`config.mk`:
```
export PLATFORM = sky130hd
export DESIGN_NAME = sgr_mouse_report_parser
export DESIGN_NICKNAME = d
export VERILOG_FILES = /design/src/smrp_pkg.sv /design/src/smrp_dec_acc.sv /design/src/smrp_ctrl.sv /design/src/sgr_mouse_report_parser.sv
export SDC_FILE = /design/constraint.sdc
export NUM_CORES = 1
export LEC_CHECK = 0
export BUFFER_PORTS_ARGS = -buffer_cell sky130_fd_sc_hd__buf_2
export CORE_ASPECT_RATIO = 0.6
export CORE_UTILIZATION = 50
export CTS_CLUSTER_DIAMETER = 100
export DETAILED_ROUTE_END_ITERATION = 8
export PLACE_DENSITY = 0.69
export SYNTH_ARGS = -nofsm -noshare
export SYNTH_HDL_FRONTEND = slang
export SYNTH_SLANG_ARGS = --single-unit
```
`constraint.sdc`:
```
create_clock -name clk_i -period 4.7 [get_ports clk_i]
set_clock_uncertainty 0.05 [all_clocks]
set_input_delay 0 -clock clk_i [delete_from_list [all_inputs] [get_ports clk_i]]
set_output_delay 0 -clock clk_i [all_outputs]
set_load 0.02 [all_outputs]
```
`src/smrp_pkg.sv`:
```
// ----------------------------------------------------------------------------
// smrp_pkg
// Shared types and constants for the SGR mouse report parser.
// ----------------------------------------------------------------------------
`default_nettype none

package smrp_pkg;

  localparam int unsigned COORD_BITS_DEF  = 16;
  localparam int unsigned BUTTON_BITS_DEF = 8;

  localparam int unsigned CHAR_W      = 8;
  localparam int unsigned DIGIT_W     = 4;
  localparam int unsigned BTN_OUT_W   = 8;
  localparam int unsigned COORD_OUT_W = 17;
  localparam int unsigned BTN_EXT_W   = 16;
  localparam int unsigned COORD_EXT_W = 32;
  localparam int unsigned DRAG_BIT    = 5;

  localparam logic [CHAR_W-1:0] CH_LT   = 8'h3C;  // '<'
  localparam logic [CHAR_W-1:0] CH_SEMI = 8'h3B;  // ';'
  localparam logic [CHAR_W-1:0] CH_UPM  = 8'h4D;  // 'M'
  localparam logic [CHAR_W-1:0] CH_LOWM = 8'h6D;  // 'm'
  localparam logic [CHAR_W-1:0] CH_ZERO = 8'h30;  // '0'
  localparam logic [CHAR_W-1:0] CH_NINE = 8'h39;  // '9'

  typedef enum logic [1:0] {
    PH_IDLE,
    PH_BTN,
    PH_X,
    PH_Y
  } phase_e;

  typedef enum logic [1:0] {
    KIND_PRESS   = 2'd0,
    KIND_RELEASE = 2'd1,
    KIND_DRAG    = 2'd2
  } kind_e;

  typedef struct packed {
    logic clr;
    logic add;
  } acc_op_t;

  typedef struct packed {
    acc_op_t btn;
    acc_op_t x;
    acc_op_t y;
    logic    emit;
    logic    ok;
    logic    release_evt;
  } parse_ctl_t;

endpackage

`default_nettype wire

```
`src/smrp_dec_acc.sv`:
```
// ----------------------------------------------------------------------------
// smrp_dec_acc
// Saturating decimal accumulator: acc = min(acc * 10 + digit, all ones); clr zeroes it.
// ----------------------------------------------------------------------------
`default_nettype none

module smrp_dec_acc
  import smrp_pkg::*;
#(
  parameter int unsigned W = COORD_BITS_DEF
) (
  input  wire logic               clk_i,
  input  wire logic               rst_ni,
  input  wire acc_op_t            op_i,
  input  wire logic [DIGIT_W-1:0] digit_i,
  output      logic [W-1:0]       acc_o
);

  localparam int unsigned SUM_W = W + 4;

  logic [W-1:0]     acc_q, acc_d;
  logic [SUM_W-1:0] sum;

  // x10 as x8 + x2
  always_comb begin
    sum = (SUM_W'(acc_q) << 3) + (SUM_W'(acc_q) << 1) + SUM_W'(digit_i);
  end

  always_comb begin
    acc_d = acc_q;
    if (op_i.clr) begin
      acc_d = '0;
    end else if (op_i.add) begin
      if (sum[SUM_W-1:W] != '0) begin
        acc_d = '1;
      end else begin
        acc_d = sum[W-1:0];
      end
    end
  end

  always_ff @(posedge clk_i or negedge rst_ni) begin
    if (!rst_ni) begin
      acc_q <= '0;
    end else begin
      acc_q <= acc_d;
    end
  end

  assign acc_o = acc_q;

endmodule

`default_nettype wire

```
`src/smrp_ctrl.sv`:
```
// ----------------------------------------------------------------------------
// smrp_ctrl
// Report phase tracking and per-byte decode into accumulator and result
// controls.
// ----------------------------------------------------------------------------
`default_nettype none

module smrp_ctrl
  import smrp_pkg::*;
(
  input  wire logic              clk_i,
  input  wire logic              rst_ni,
  input  wire logic              fire_i,
  input  wire logic [CHAR_W-1:0] char_i,
  input  wire logic              start_i,
  output      parse_ctl_t        ctl_o
);

  phase_e phase_q, phase_d;
  logic   is_digit;

  assign is_digit = (char_i >= CH_ZERO) && (char_i <= CH_NINE);

  always_comb begin
    phase_d = phase_q;
    if (fire_i) begin
      if (start_i) begin
        phase_d = (char_i == CH_LT) ? PH_BTN : PH_IDLE;
      end else begin
        case (phase_q)
          PH_BTN: begin
            if (char_i == CH_SEMI) begin
              phase_d = PH_X;
            end else if (!is_digit) begin
              phase_d = PH_IDLE;
            end
          end
          PH_X: begin
            if (char_i == CH_SEMI) begin
              phase_d = PH_Y;
            end else if (!is_digit) begin
              phase_d = PH_IDLE;
            end
          end
          PH_Y: begin
            if (!is_digit) begin
              phase_d = PH_IDLE;
            end
          end
          default: begin
            phase_d = PH_IDLE;
          end
        endcase
      end
    end
  end

  always_comb begin
    ctl_o = '0;
    if (fire_i) begin
      if (start_i) begin
        ctl_o.btn.clr = 1'b1;
        ctl_o.x.clr   = 1'b1;
        ctl_o.y.clr   = 1'b1;
        ctl_o.emit    = (char_i != CH_LT);
      end else begin
        case (phase_q)
          PH_BTN: begin
            ctl_o.btn.add = is_digit;
            ctl_o.emit    = !is_digit && (char_i != CH_SEMI);
          end
          PH_X: begin
            ctl_o.x.add = is_digit;
            ctl_o.emit  = !is_digit && (char_i != CH_SEMI);
          end
          PH_Y: begin
            ctl_o.y.add       = is_digit;
            ctl_o.emit        = !is_digit;
            ctl_o.ok          = (char_i == CH_UPM) || (char_i == CH_LOWM);
            ctl_o.release_evt = (char_i == CH_LOWM);
          end
          default: begin
            ctl_o = '0;
          end
        endcase
      end
    end
  end

  always_ff @(posedge clk_i or negedge rst_ni) begin
    if (!rst_ni) begin
      phase_q <= PH_IDLE;
    end else begin
      phase_q <= phase_d;
    end
  end

endmodule

`default_nettype wire

```
`src/sgr_mouse_report_parser.sv`:
```
// ----------------------------------------------------------------------------
// sgr_mouse_report_parser
// Parses SGR mouse reports ('<' btn ';' x ';' y 'M'/'m') from a byte stream.
//
//   channel | direction | handshake              | payload
//   --------+-----------+------------------------+----------------------------
//   in      | input     | in_valid_i/in_ready_o  | in_char_i, seq_start_i
//   out     | output    | out_valid_o/out_ready_i| parsed_ok_o, event_kind_o,
//           |           |                        | button_code_o, col_x_o, row_y_o
//
// One byte per cycle unless a held result stalls: a request goes from the
// input register through the decode and accumulate logic into the result
// register. Reset clears the phase, accumulators and valid flags; ready after
// reset. A held result stalls the input register only; it keeps one request.
// ----------------------------------------------------------------------------
`default_nettype none

module sgr_mouse_report_parser
  import smrp_pkg::*;
#(
  parameter int unsigned COORD_BITS  = COORD_BITS_DEF,
  parameter int unsigned BUTTON_BITS = BUTTON_BITS_DEF
) (
  input  wire logic                          clk_i,
  input  wire logic                          rst_ni,
  input  wire logic                          in_valid_i,
  output      logic                          in_ready_o,
  input  wire logic [CHAR_W-1:0]             in_char_i,
  input  wire logic                          seq_start_i,
  output      logic                          out_valid_o,
  input  wire logic                          out_ready_i,
  output      logic                          parsed_ok_o,
  output      logic [1:0]                    event_kind_o,
  output      logic [BTN_OUT_W-1:0]          button_code_o,
  output      logic signed [COORD_OUT_W-1:0] col_x_o,
  output      logic signed [COORD_OUT_W-1:0] row_y_o
);

  logic              in_vld_q;
  logic [CHAR_W-1:0] in_char_q;
  logic              in_start_q;
  logic              fire;

  parse_ctl_t ctl;

  logic [BUTTON_BITS-1:0] btn_acc;
  logic [COORD_BITS-1:0]  x_acc;
  logic [COORD_BITS-1:0]  y_acc;

  logic                   is_drag;
  logic [BUTTON_BITS-1:0] btn_masked;
  logic [BTN_EXT_W-1:0]   btn_ext;
  logic [COORD_EXT_W-1:0] x_m1, y_m1;
  kind_e                  kind;

  logic                   out_vld_q;
  logic                   ok_q;
  logic [1:0]             kind_q;
  logic [BTN_OUT_W-1:0]   btn_q;
  logic [COORD_OUT_W-1:0] x_q, y_q;

  assign fire       = in_vld_q && (!out_vld_q || out_ready_i);
  assign in_ready_o = !in_vld_q || fire;

  always_ff @(posedge clk_i or negedge rst_ni) begin
    if (!rst_ni) begin
      in_vld_q <= 1'b0;
    end else if (in_ready_o) begin
      in_vld_q <= in_valid_i;
    end
  end

  always_ff @(posedge clk_i) begin
    if (in_valid_i && in_ready_o) begin
      in_char_q  <= in_char_i;
      in_start_q <= seq_start_i;
    end
  end

  smrp_ctrl u_ctrl (
    .clk_i   (clk_i),
    .rst_ni  (rst_ni),
    .fire_i  (fire),
    .char_i  (in_char_q),
    .start_i (in_start_q),
    .ctl_o   (ctl)
  );

  smrp_dec_acc #(.W(BUTTON_BITS)) u_btn_acc (
    .clk_i   (clk_i),
    .rst_ni  (rst_ni),
    .op_i    (ctl.btn),
    .digit_i (in_char_q[DIGIT_W-1:0]),
    .acc_o   (btn_acc)
  );

  smrp_dec_acc #(.W(COORD_BITS)) u_x_acc (
    .clk_i   (clk_i),
    .rst_ni  (rst_ni),
    .op_i    (ctl.x),
    .digit_i (in_char_q[DIGIT_W-1:0]),
    .acc_o   (x_acc)
  );

  smrp_dec_acc #(.W(COORD_BITS)) u_y_acc (
    .clk_i   (clk_i),
    .rst_ni  (rst_ni),
    .op_i    (ctl.y),
    .digit_i (in_char_q[DIGIT_W-1:0]),
    .acc_o   (y_acc)
  );

  always_comb begin
    is_drag    = btn_acc[DRAG_BIT];
    btn_masked = btn_acc;
    btn_masked[DRAG_BIT] = 1'b0;
    btn_ext    = BTN_EXT_W'(btn_masked);
    x_m1       = COORD_EXT_W'(x_acc) - COORD_EXT_W'(1);
    y_m1       = COORD_EXT_W'(y_acc) - COORD_EXT_W'(1);
    if (is_drag) begin
      kind = KIND_DRAG;
    end else if (ctl.release_evt) begin
      kind = KIND_RELEASE;
    end else begin
      kind = KIND_PRESS;
    end
  end

  always_ff @(posedge clk_i or negedge rst_ni) begin
    if (!rst_ni) begin
      out_vld_q <= 1'b0;
    end else if (fire && ctl.emit) begin
      out_vld_q <= 1'b1;
    end else if (out_ready_i) begin
      out_vld_q <= 1'b0;
    end
  end

  always_ff @(posedge clk_i) begin
    if (fire && ctl.emit) begin
      if (ctl.ok) begin
        ok_q   <= 1'b1;
        kind_q <= kind;
        btn_q  <= btn_ext[BTN_OUT_W-1:0];
        x_q    <= x_m1[COORD_OUT_W-1:0];
        y_q    <= y_m1[COORD_OUT_W-1:0];
      end else begin
        ok_q   <= 1'b0;
        kind_q <= '0;
        btn_q  <= '0;
        x_q    <= '0;
        y_q    <= '0;
      end
    end
  end

  assign out_valid_o   = out_vld_q;
  assign parsed_ok_o   = ok_q;
  assign event_kind_o  = kind_q;
  assign button_code_o = btn_q;
  assign col_x_o       = x_q;
  assign row_y_o       = y_q;

endmodule

`default_nettype wire
```
* Word-level counts from Yosys, hierarchy flattened *
Cells that the tools add are included.

word-level totals
  output and inout bits = 47
  logic and storage cells = 87
  register bits after elaboration = 98
  input bits = 13

operators by class
  bitwise operators = 1
  muxes and demuxes = 32
  equality and inequality tests = 9
  add/subtract/negate cells = 8
  reductions and logical operators = 20
  magnitude comparators = 2

operator list
  operator                 number
  $mux W16                 6
  $add A19 B17 Y20         2
  $add A20 B4 Y20          2
  $sub A16 B1 Y17 const B  2
  $mux W8                  3
  $eq A8 B6 Y1 const B     2
  $eq A8 B7 Y1 const B     2
  $ne A8 B6 Y1 const B     2
  $mux W2                  7
  $mux W1                  13
  $add A11 B9 Y12          1
  $add A12 B4 Y12          1
  $reduce_bool A4 Y1       3
  $mux W9                  1
  $ge A8 B6 Y1 const B     1
  $le A8 B6 Y1 const B     1
  $reduce_bool A2 Y1       4
  $pmux W2 S3              1
  $logic_and A1 B1 Y1      5
  $eq A2 B2 Y1 const B     2
  $reduce_or A2 Y1         2
  $logic_not A1 Y1         3
  $logic_or A1 B1 Y1       3
  $eq A2 B1 Y1 const B     1
  2 further kinds          2

* Depth between registers and ports, before layout *
  depth in word-level cells = 9
  gate-level depth with buffers = 13
  gate-level depth less buffers = 12

* Modules after synthesis *
From an unflattened synthesis, not the netlist that was laid out.

second synthesis, totals
  cell total of the unflattened synthesis = 674
  area total of the unflattened synthesis = 7173.1 um^2

modules (own cells, without submodules)
  module                       area an instance (um^2)  cells each  instances  sequential area each (um^2)
  smrp_dec_acc at u_x_acc ...  1670.4                   172         2          400.4
  sgr_mouse_report_parser      2527.4                   189         1          1641.6
  smrp_dec_acc at u_btn_acc    922.1                    95          1          200.2
  smrp_ctrl                    382.9                    46          1          50.0

* Worst setup path before layout *
OpenSTA, ideal clock, no wires.

  path kind = register to register
  from = reg in_char_q[3]
  to = reg u_x_acc.acc_q[10], in the netlist u_x_acc.acc_o[10]
  setup slack = 1.181 ns
  stages on the path, launching flop included = 12
  buffers on the path = 1
  arrival time = 3.343 ns
  setup time = 0.126 ns
  required time = 4.524 ns
  period minus slack after synthesis = 3.519 ns
  path through = edfxtp_1 fa_1 ha_1 nor2b_2 o31a_4 o311ai_1 a21oi_1 o21ai_1 mux2_2 o31a_2 buf_6 a221o_1

between the ends
  longest elaborated chain between the ends = 6
  elaborated cells on any way between the ends = 12
  classes of those cells = 1 x add/sub; 2 x order compare; 6 x mux; 3 x reduce/logical

RTL lines
  element                                                                  RTL line                       RTL
  start: declaration                                                       sgr_mouse_report_parser.sv:40  logic [CHAR_W-1:0] in_char_q;
  start signal: assignment                                                 sgr_mouse_report_parser.sv:75  in_char_q <= in_char_i;
  parallel branches: the longest is 6 deep, another holds $add A20 B4 Y20  n/a
  end signal: assignment                                                   smrp_dec_acc.sv:44             acc_q <= '0;
  end signal: assignment                                                   smrp_dec_acc.sv:46             acc_q <= acc_d;
  end: declaration                                                         smrp_dec_acc.sv:21             logic [W-1:0] acc_q, acc_d;

Several ways; the timed one is not identified. The select of a mux whose other input is x is not followed.
A chain may end at the register's enable or synchronous reset.

* Final worst setup path *
  from = reg in_char_q[3]
  to = reg u_y_acc.acc_q[12], in the netlist u_y_acc.acc_o[12]

between the ends
  longest elaborated chain between the ends = 6
  elaborated cells on any way between the ends = 12
  classes of those cells = 1 x add/sub; 2 x order compare; 6 x mux; 3 x reduce/logical

RTL lines
  element                                                                  RTL line
  parallel branches: the longest is 6 deep, another holds $add A20 B4 Y20  n/a
  end signal: assignment                                                   smrp_dec_acc.sv:44
  end signal: assignment                                                   smrp_dec_acc.sv:46
  end: declaration                                                         smrp_dec_acc.sv:21

Several ways; the timed one is not identified. The select of a mux whose other input is x is not followed.

==> metrics.md <==
| Metric | Value |
|---|---|
| Outcome | finished, final reports clean |
| CTS H-tree lvls | 3 |
| Share of the clock period used by the worst path | 0.846 |
| Clock slew at reported path FFs | roughly 70 ps |
| Final WL | about 14000 um |
| Mapped Cells | about 620 |
| CP Data Arrival Time | 4170 ps |
| Worst setup SP type | flip-flop |
| Final-report hold violation count | 0 |
| Final HPWL from detailed placement | 10600 um |
| Std cell rows | 31 |
| Worst setup EP type | flip-flop |
| Resized cells post-CTS | 0 |
| Worst-Margin Slew | 967 ps |
| Post-CTS Setup Repair Bufs | 0 |
| Pre-antenna DRT Iters | 5 |
| Critical setup path kind | reg -> reg |
| Synth warnings | 0 |
| Top cell type by total area after synthesis | edfxtp_1 |
| DR vias | between 5k and 6k |
| Synthesized flop and latch total | between 90 and 100 |
| CTS tree | done |
| Mean post-synth cell area | approximately 11 um2 |
| Number of global-route vias before repair | 4866 |
| Synth area leaders | edfxtp_1 24%, dfrtp_1 17%, ha_1 16% |
| P_leak | 3.79 nW |
| EDFF count, synth | 53 |
| Die Wd | 150 um |
| TritonCTS Buffers | 9 |
| Post-synthesis cell area | 6560 um2 |
| Synth top area share | 0.243 |
| Vias per cell | 5.88 |
| Root buffer cell | clkbuf_16 |
| Power Total | 1.85 mW |
| Largest net degree at the start of global routing | 45 |
| Diodes inserted | 0 |
| DRC errors left | 0 |
| Post-route ant nets | 0 |
| GR Overflow Total | 0 |
| Worst hold path type | in -> async |
| Cell chain of the critical path | fa_1, inv_1, fa_1, nor2b_1, o31ai_1, a21oi_1, a211oi_1, xnor2_1, nor4b_4, a21oi_1, a21o_1 |
| Initial antenna violation count | 0 |
| Slowest cell on the critical path | nor4b_4 |
| First-pass GRT wire length | 24100 um |
| Max_slew headroom | 0.355 |
| TNS Setup | 0 ps |
| Syn Nets | 726 |
| CP peak stage delay | roughly 760 ps |
| Clock tree buffer depth | 2 |
| Setup Viol. Count Final | 0 |
| Post-synth top flop | edfxtp_1 |
| Core Region | ~12000 um2 |
| # Max-Cap Violations | 0 |
| PwrDens | 250 nW/um2 |
| Die area | between 10000 and 15000 um2 |
| GRT Total Usage | 0.225 |
| Synth unique cells | 63 |
| Port Buf Inserts | 58 |
| Initial Util | 0.529 |
| Worst-path maximum fanout | 16 |
| FMAX | between 200 and 300 MHz |
| Unrepaired setup endpoints after global routing | no |
| First DRT Iteration DRCs | 223 |
| Area grow syn2layout | 13.0% |
| Nets | between 700 and 800 |
| # clock sinks | 97 |
| Worst skew pair latency | 350 ps |
| Max rail drop VDD | 0.163 mV |
| Placer Congestion | 0.902 |
| Final slew viol count | 0 |
| I/O Pins | 60 |
| Post-synth ARST share | 0.454 |
| Register area share after synthesis | 0.410 |
| Final worst path period need | 3980 ps |
| CP required | 4890 ps |
| Layout cell share with drive strength beyond 1 | 0.137 |
| Die Ht | 90.7 um |
| Post-DR wirelength/cell | 16.7 um |
## flip-flops by register name, summed over array words and instances, names as in the netlist
register / flops
parsed_ok_o: 1
u_btn_acc.acc_o: 8
in_start_q: 1
in_char_q: 8
col_x_o: 17
row_y_o: 17
button_code_o: 7
in_vld_q: 1
u_x_acc.acc_o: 16
event_kind_o: 2
u_y_acc.acc_o: 16
out_valid_o: 1
u_ctrl.phase_q: 2
## cell usage after synthesis (4+ instances only)
library cell	n
ha_1	83
a21oi_1	54
edfxtp_1	53
nor2_1	46
dfrtp_1	44
nand2_1	35
xnor2_1	30
a21o_1	25
a221o_1	25
inv_1	25
o21ai_0	25
xor2_1	17
nor3_1	14
and2_1	13
clkbuf_1	11
nand3_1	10
nand2b_1	8
nor2b_1	7
nor4_1	7
or3_1	7
fa_1	6
a211oi_1	5
o211ai_1	5
o21a_1	5
o21ai_1	5
nand3b_1	4
## report_power, final
group / leakage, nW / switching [mW] / total [mW] / internal, mW
Clock: 0.147 / 0.332 / 0.749 / 0.417
Sequential: 1.13 / 0.0164 / 0.953 / 0.937
Combinational: 2.52 / 0.102 / 0.148 / 0.0460
## critical path: cells and delay by family (launching register included)
kind | cells | cell delay [ps]
compound gates | 5 | 1000
xor+xnor | 1 | 190
fa+ha+maj | 2 | 1060
buf+inv | 1 | 60
flops | 1 | 540
simple gates | 2 | 980
## layout make-up
cell class | count | area [um2]
Multi-Input combinational cell | 484 | 3690
Timing Repair Buffer | 73 | 435
Fill cell | 1040 | 5000
Sequential cell | 97 | 2690
Tap cell | 165 | 206
Inverter | 25 | 93.8
Clock inverter | 7 | 75.1
Clock buffer | 9 | 225
## what timing repair did
| action | 4_1_cts | 5_1_grt |
|---|---|---|
| hold buffers | 13 | 0 |
| hold endpoints to repair | 55 | 0 |
| setup endpoints to repair | 0 | 0 |
## layout by cell type, fill, tap and decap left out, drive strengths merged, types with 14 or more instances in the layout
master and count:
inv 28, a21o 25, a21oi 57, nor2 46
nand2 35, a221o 25, ha 83, dfrtp 44
buf 60, o21ai 30, edfxtp 53, xor2 17
xnor2 30, nor3 14
## per-layer routing
layer / global-route usage / part of all wire
met1: 0.326 / 0.51
met2: 0.342 / 0.44
met3: 0.0465 / 0.047
met4: 0.0522 / 0.0082
met5: 0 / 0
## cell families (layout without fill, tap and decap cells)
family | count (synthesis) | count (layout) | synth area share
AOI/OAI and AO/OA | 177 | 177 | 0.189
and+or+nand+nor | 169 | 169 | 0.131
DFF | 97 | 97 | 0.410
adders and majority gates | 89 | 89 | 0.177
xor gates and xnor gates | 47 | 47 | 0.0627
buffers and inverters | 43 | 114 | 0.0277
other | 1 | 1 | 0.000572
muxes | 1 | 1 | 0.00172
## path summary, 6_finish.rpt
kind                            slack (ps)  cells past startpoint                      startpoint                             end
max in group asynchronous             3980                      3                          rst_ni   u_x_acc.acc_o[12]$_DFFE_PN0P_
worst max register to register         720                     11          in_char_q[3]$_DFFE_PP_   u_y_acc.acc_o[12]$_DFFE_PN0P_
min in group clk_i                     300                      2                    in_char_i[0]          in_char_q[0]$_DFFE_PP_
worst min register to register         510                      1  u_btn_acc.acc_o[7]$_DFFE_PN0P_  u_btn_acc.acc_o[7]$_DFFE_PN0P_
worst min-delay path                   210                      3                          rst_ni  u_btn_acc.acc_o[5]$_DFFE_PN0P_
worst max-delay path                   720                     11          in_char_q[3]$_DFFE_PP_   u_y_acc.acc_o[12]$_DFFE_PN0P_
## per-stage QoR
stage,area (um2),util,hold slack [ps],cells,worst slack [ps]
after detailed placement,6990,0.563,65.5,831,791
after global routing,7420,0.597,242,860,526
after global placement,6990,0.563,58.8,831,943
after CTS,7420,0.597,217,860,788
final,7420,0.597,205,860,723
after floorplan,6560,-,-346,624,1180
No activity file was read; power rests on OpenSTA's default activity.
